==> config.mk <==
export PLATFORM = sky130hd
export DESIGN_NAME = mms_ram
export DESIGN_NICKNAME = d
export VERILOG_FILES = /design/src/hdl/mms_ram.sv
export SDC_FILE = /design/constraint.sdc
export NUM_CORES = 1
export LEC_CHECK = 0
export BUFFER_PORTS_ARGS = -buffer_cell sky130_fd_sc_hd__buf_2
export CAP_MARGIN = 10
export CORE_MARGIN = 3
export CORE_UTILIZATION = 42
export DETAILED_ROUTE_END_ITERATION = 10
export GPL_TIMING_DRIVEN = 0
export PLACE_DENSITY = 0.64
export SKIP_LAST_GASP = 1
export SYNTH_ARGS = -nofsm -noshare
export SYNTH_HDL_FRONTEND = slang
export SYNTH_SLANG_ARGS = --single-unit
==> constraint.sdc <==
create_clock -name i_clk -period 3.1 [get_ports i_clk]
set_input_delay 0.62 -clock i_clk [delete_from_list [all_inputs] [get_ports i_clk]]
set_output_delay 0.62 -clock i_clk [all_outputs]
set_load 0.01 [all_outputs]
==> src/hdl/mms_ram.sv <==
// generic single write, single read port ram with registered read
`default_nettype none
module mms_ram #(
    parameter int W = 8,
    parameter int D = 16,
    localparam int AW = (D > 1) ? $clog2(D) : 1
) (
    input  wire logic          i_clk,
    input  wire logic          i_we,
    input  wire logic [AW-1:0] i_waddr,
    input  wire logic [W-1:0]  i_wdata,
    input  wire logic [AW-1:0] i_raddr,
    output logic      [W-1:0]  o_rdata
);
    logic [W-1:0] r_mem [0:D-1];
    logic [W-1:0] r_rdata;

    always_ff @(posedge i_clk) begin
        if (i_we) begin
            r_mem[i_waddr] <= i_wdata;
        end
        r_rdata <= r_mem[i_raddr];
    end

    assign o_rdata = r_rdata;
endmodule
`default_nettype wire

# Yosys cells after proc, flatten, opt, wreduce, memory -nomap -nowiden
# Memories as Yosys holds them, arrays and structs flattened. A register that Yosys moved wholly into a read port is not among the register bits.
# Index checks and enable logic that the tools add are counted.
# op_classes
order_cmp	0
n_mux	2
n_bitwise	0
n_eq_ne	0
mul	0
div	0
n_reduce_logical	0
addsub	0
n_shift	0
# ops
cell	count
$mux 1	2
# totals
out_inout_bits	8
latch_bits	0
reg_bits	0
rom_bits	0
mem_count	1
input_bits	18
ram_bits	128
# memory_table
name	depth	word_bits	read_ports	rd_ports_with_merged_regs	write_ports	line_no	source
r_mem	16	8	1	1	1	15	logic [W-1:0] r_mem [0:D-1];

# Logic depth before layout (Yosys ltp)
# depth
word_depth	2
depth_mapped	5
depth_no_buf	3

# Least setup slack after synthesis
# Ideal clock, no wire load.
# synth_path
path_type	in2reg
startpoint	in i_waddr[2]
endpoint	mem r_mem[0][0] (enable)
t_arrival_ns	1.730
cell_stages	2
path_slack_ns	0.987
setup_time_ns	0.383
t_required_ns	2.717
n_path_buf	0
path_cell_list	or3b_2 nor3_1
# synth_rtl
item	line_no	source
from (decl)	10	input wire logic [AW-1:0] i_waddr,
to (decl)	15	
# Straight into the memory's write port.

# Worst setup path in the final report
# layout_path
startpoint	in i_waddr[2]
endpoint	mem r_mem[2][5] (enable)
# Straight into the memory's write port.

==> results.json <==
{
  "status": "finished clean",
  "first_pass_drt_iterations": 4,
  "post-route-worst-setup-slack_ps": 1210,
  "worst_hold_slack_ps": 607,
  "place.detailed.instances": 396,
  "drv.max_cap_violation_count": 0,
  "synth_area_in_simple_gates_pct": 3.18,
  "final.min_clock_period_ps": 1890,
  "setup.worst_path.start": "i_waddr[2]",
  "crit_chain": "buf_2 -> or3b_2 -> nor2_1",
  "num_antenna_cells": 0,
  "kind_of_end_point_of_the_critical_path": "flop",
  "clock_insertion_delay_worst_skew_ps": 410,
  "hold_violations": 0,
  "yosys.area.top_type": "sky130_fd_sc_hd__edfxtp_1",
  "slew-limit-headroom_pct": 43.3,
  "preCtsSetupSlack_ps": 473,
  "first_global_vias": 2409,
  "critPathRequiredTime_ps": 3130,
  "syn-instance-count": 229,
  "yosysSeqAreaShare_pct": 77.8,
  "finalNetCount": 294,
  "num_rows": 39,
  "clockBufferDepth": 2,
  "floorplan.initialDensity_pct": 44.0,
  "routed-via-count": 2399,
  "synth_compound_area_share_pct": 2.33,
  "ctsHtreeMaxLevel": 4,
  "dieHeight_um": 117,
  "synthMuxAreaShare_pct": 15.0,
  "worst_path_max_delay_cell": "sky130_fd_sc_hd__nor2_1",
  "grt_pass1_wl_um": 15000,
  "cellLeakagePower_nw": 2.05,
  "dr.first_iter.drc_count": 162,
  "horizontal_die_dimension_um": 117,
  "design.die.area_um2": 13600,
  "worst_setup_start_kind": "input pin",
  "syn_to_final_growth_pct": 17.9,
  "cp.arrival_ps": 1920,
  "totalPowerFinal_w": 0.00421,
  "setup.worst_path.end": "r_mem[2][5]$_DFFE_PP_",
  "timing.final.crit_share_pct": 61.1,
  "pin_count_of_the_biggest_net_entering_global_routing": 17,
  "final.fill_count": 899,
  "final_cell_count_no_fill": 432,
  "setup-violations-final": 0,
  "vias_per_cell": 5.55,
  "place_hpwl_um": 6100,
  "worst-path-stages": 3,
  "number_of_port_buffers": 24,
  "synth.distinct_cells": 19,
  "postRouteWirelength_um": 9680,
  "grt_use_total_pct": 16.0,
  "cts_root_buf": "sky130_fd_sc_hd__clkbuf_16",
  "slew_violations": 0,
  "mean_post_synth_cell_area_um2": 22.5,
  "synth-seq-cells": 136,
  "tritoncts_clock_tree": "yes",
  "path_clk_slew_ps": 60,
  "postCtsSetupBuffers": 0,
  "ir_worst_vdd_uv": 364,
  "synth.top_cells.by_area": "sky130_fd_sc_hd__edfxtp_1 (75%), sky130_fd_sc_hd__mux4_2 (7.9%), sky130_fd_sc_hd__mux4_1 (7.1%)",
  "launching_point_of_the_worst_reg2reg_path": "r_mem[9][5]$_DFFE_PP_",
  "reg2reg_depth": 3,
  "core_region_area_um2": 11700,
  "buf_inv_stages_crit_path": 1,
  "numClockSinks": 136,
  "boundaryPins": 26,
  "tns_ps": 0,
  "hold_path.class": "input pin to flop",
  "postCtsHoldBufs": 0,
  "worst-setup-path-type": "input pin to flop",
  "grt_setup_unrepaired": "false",
  "drt-wirelength-per-cell_um": 22.4,
  "tightestPinTransition_ps": 848,
  "cts-buffers-inserted": 17,
  "cp_max_fo": 8,
  "synth_largest_type_area_fraction_pct": 74.7,
  "netlist_area_um2": 5150,
  "synth-xor-area-share_pct": 0,
  "route.antenna.remaining_nets": 0,
  "critPathMaxStageDelay_ps": 670,
  "detail_route.drc_violations": 0,
  "cp_delay_by_family_top": "simple AND/OR/NAND/NOR gates",
  "power_per_cell_area_nw_per_um2": 693,
  "worst_clock_skew_ps": 9.19,
  "combinational_family_with_the_most_area_after_synthesis": "multiplexers",
  "worstReg2RegEnd": "o_rdata[5]$_DFF_P_",
  "synth.yosys.warnings": 0,
  "max_clock_freq_mhz": 528,
  "cts.repair.resized": 0,
  "number_of_antenna_violations_at_the_first_check_in_global_routing": 0,
  "synth.net_count": 247,
  "grt_total_ovfl": 0,
  "routabilityCongestion": 0.684,
  "yosys.area_share.adder_pct": 0,
  "final_layout_size_suffix_gt1_share_pct": 30.4,
  "ff_to_ff_setup_slack_ps": 1740
}
[state kept, by name, summed over array words and instances, names as in the netlist]
register  cells
o_rdata       8
r_mem       128
[where the power goes]
group | internal [W] | leakage, nW | switching, W | total (W)
logic | 0.0000825 | 0.535 | 0.000117 | 0.000199
clock network | 0.00120 | 0.289 | 0.000747 | 0.00194
registers | 0.00206 | 1.22 | 0.00000898 | 0.00206
total | 0.00334 | 2.05 | 0.000873 | 0.00421
[cell usage after synthesis]
| master | n |
|---|---|
| sky130_fd_sc_hd__edfxtp_1 | 128 |
| sky130_fd_sc_hd__mux4_2 | 18 |
| sky130_fd_sc_hd__a22oi_1 | 16 |
| sky130_fd_sc_hd__mux4_1 | 14 |
| sky130_fd_sc_hd__nor2_1 | 13 |
| sky130_fd_sc_hd__nand2_1 | 9 |
| sky130_fd_sc_hd__dfxtp_1 | 8 |
| sky130_fd_sc_hd__nor3_1 | 4 |
| sky130_fd_sc_hd__buf_2 | 3 |
| sky130_fd_sc_hd__buf_6 | 3 |
| sky130_fd_sc_hd__clkdlybuf4s25_2 | 3 |
| sky130_fd_sc_hd__nand2b_1 | 2 |
| sky130_fd_sc_hd__nand3b_1 | 2 |
| sky130_fd_sc_hd__and2_1 | 1 |
| sky130_fd_sc_hd__and2b_1 | 1 |
| sky130_fd_sc_hd__buf_4 | 1 |
| sky130_fd_sc_hd__nand3_1 | 1 |
| sky130_fd_sc_hd__nor2b_1 | 1 |
| sky130_fd_sc_hd__or3b_2 | 1 |
[per-stage QoR]
| step | util, % | area, um2 |
|---|---|---|
| 5_1_grt | 51.8 | 6070 |
| 6_report | 51.8 | 6070 |
| 3_5_place_dp | 46.5 | 5450 |
| 2_1_floorplan | - | 5150 |
| 4_1_cts | 51.6 | 6040 |
| 3_3_place_gp | 46.5 | 5450 |
[layout make-up]
| type | instances | area (um2) | share of cell area, % |
|---|---|---|---|
| flip-flops and latches | 136 | 4000 | 66.0 |
| multi-input cells | 83 | 1060 | 17.4 |
| plain buffers | 10 | 86.3 | 1.42 |
| well taps | 143 | 179 | 2.95 |
| clock inverters | 10 | 77.6 | 1.28 |
| clock buffers | 22 | 518 | 8.53 |
| repair buffers | 28 | 148 | 2.43 |
[worst min-delay path by stage]
stage                                   to              startpoint  cells after the start
floorplan               o_rdata[0]$_DFF_P_   r_mem[7][0]$_DFFE_PP_                      3
global placement        o_rdata[3]$_DFF_P_  r_mem[11][3]$_DFFE_PP_                      3
CTS                  r_mem[4][6]$_DFFE_PP_              i_wdata[6]                      1
global route         r_mem[4][6]$_DFFE_PP_              i_wdata[6]                      1
finish              r_mem[13][5]$_DFFE_PP_              i_wdata[5]                      1
detailed placement      o_rdata[1]$_DFF_P_   r_mem[8][1]$_DFFE_PP_                      3
[cells in the final DEF, fill, tap and decap left out, drive strengths merged]
cell type	n
edfxtp	128
buf	32
mux4	32
clkbuf	25
a22oi	16
nor2	13
nand2	9
dfxtp	8
nor3	4
inv	4
clkinv	4
clkdlybuf4s25	3
nand3b	2
nand2b	2
clkinvlp	2
nor2b	1
and2	1
and2b	1
nand3	1
or3b	1
[cell families after synthesis]
| family | Yosys count |
|---|---|
| compound gates | 16 |
| buf+inv | 10 |
| flops | 136 |
| mux | 32 |
| simple gates | 35 |
[routing by layer]
| layer | share of wire (%) | track usage [%] | wire [um] |
|---|---|---|---|
| met5 | 0 | 0 | 0 |
| met4 | 0.81 | 4.82 | 78 |
| met3 | 6.4 | 4.97 | 620 |
| met2 | 50 | 23.6 | 4890 |
| met1 | 42 | 23.0 | 4100 |
(Power assumes the default switching activity.)
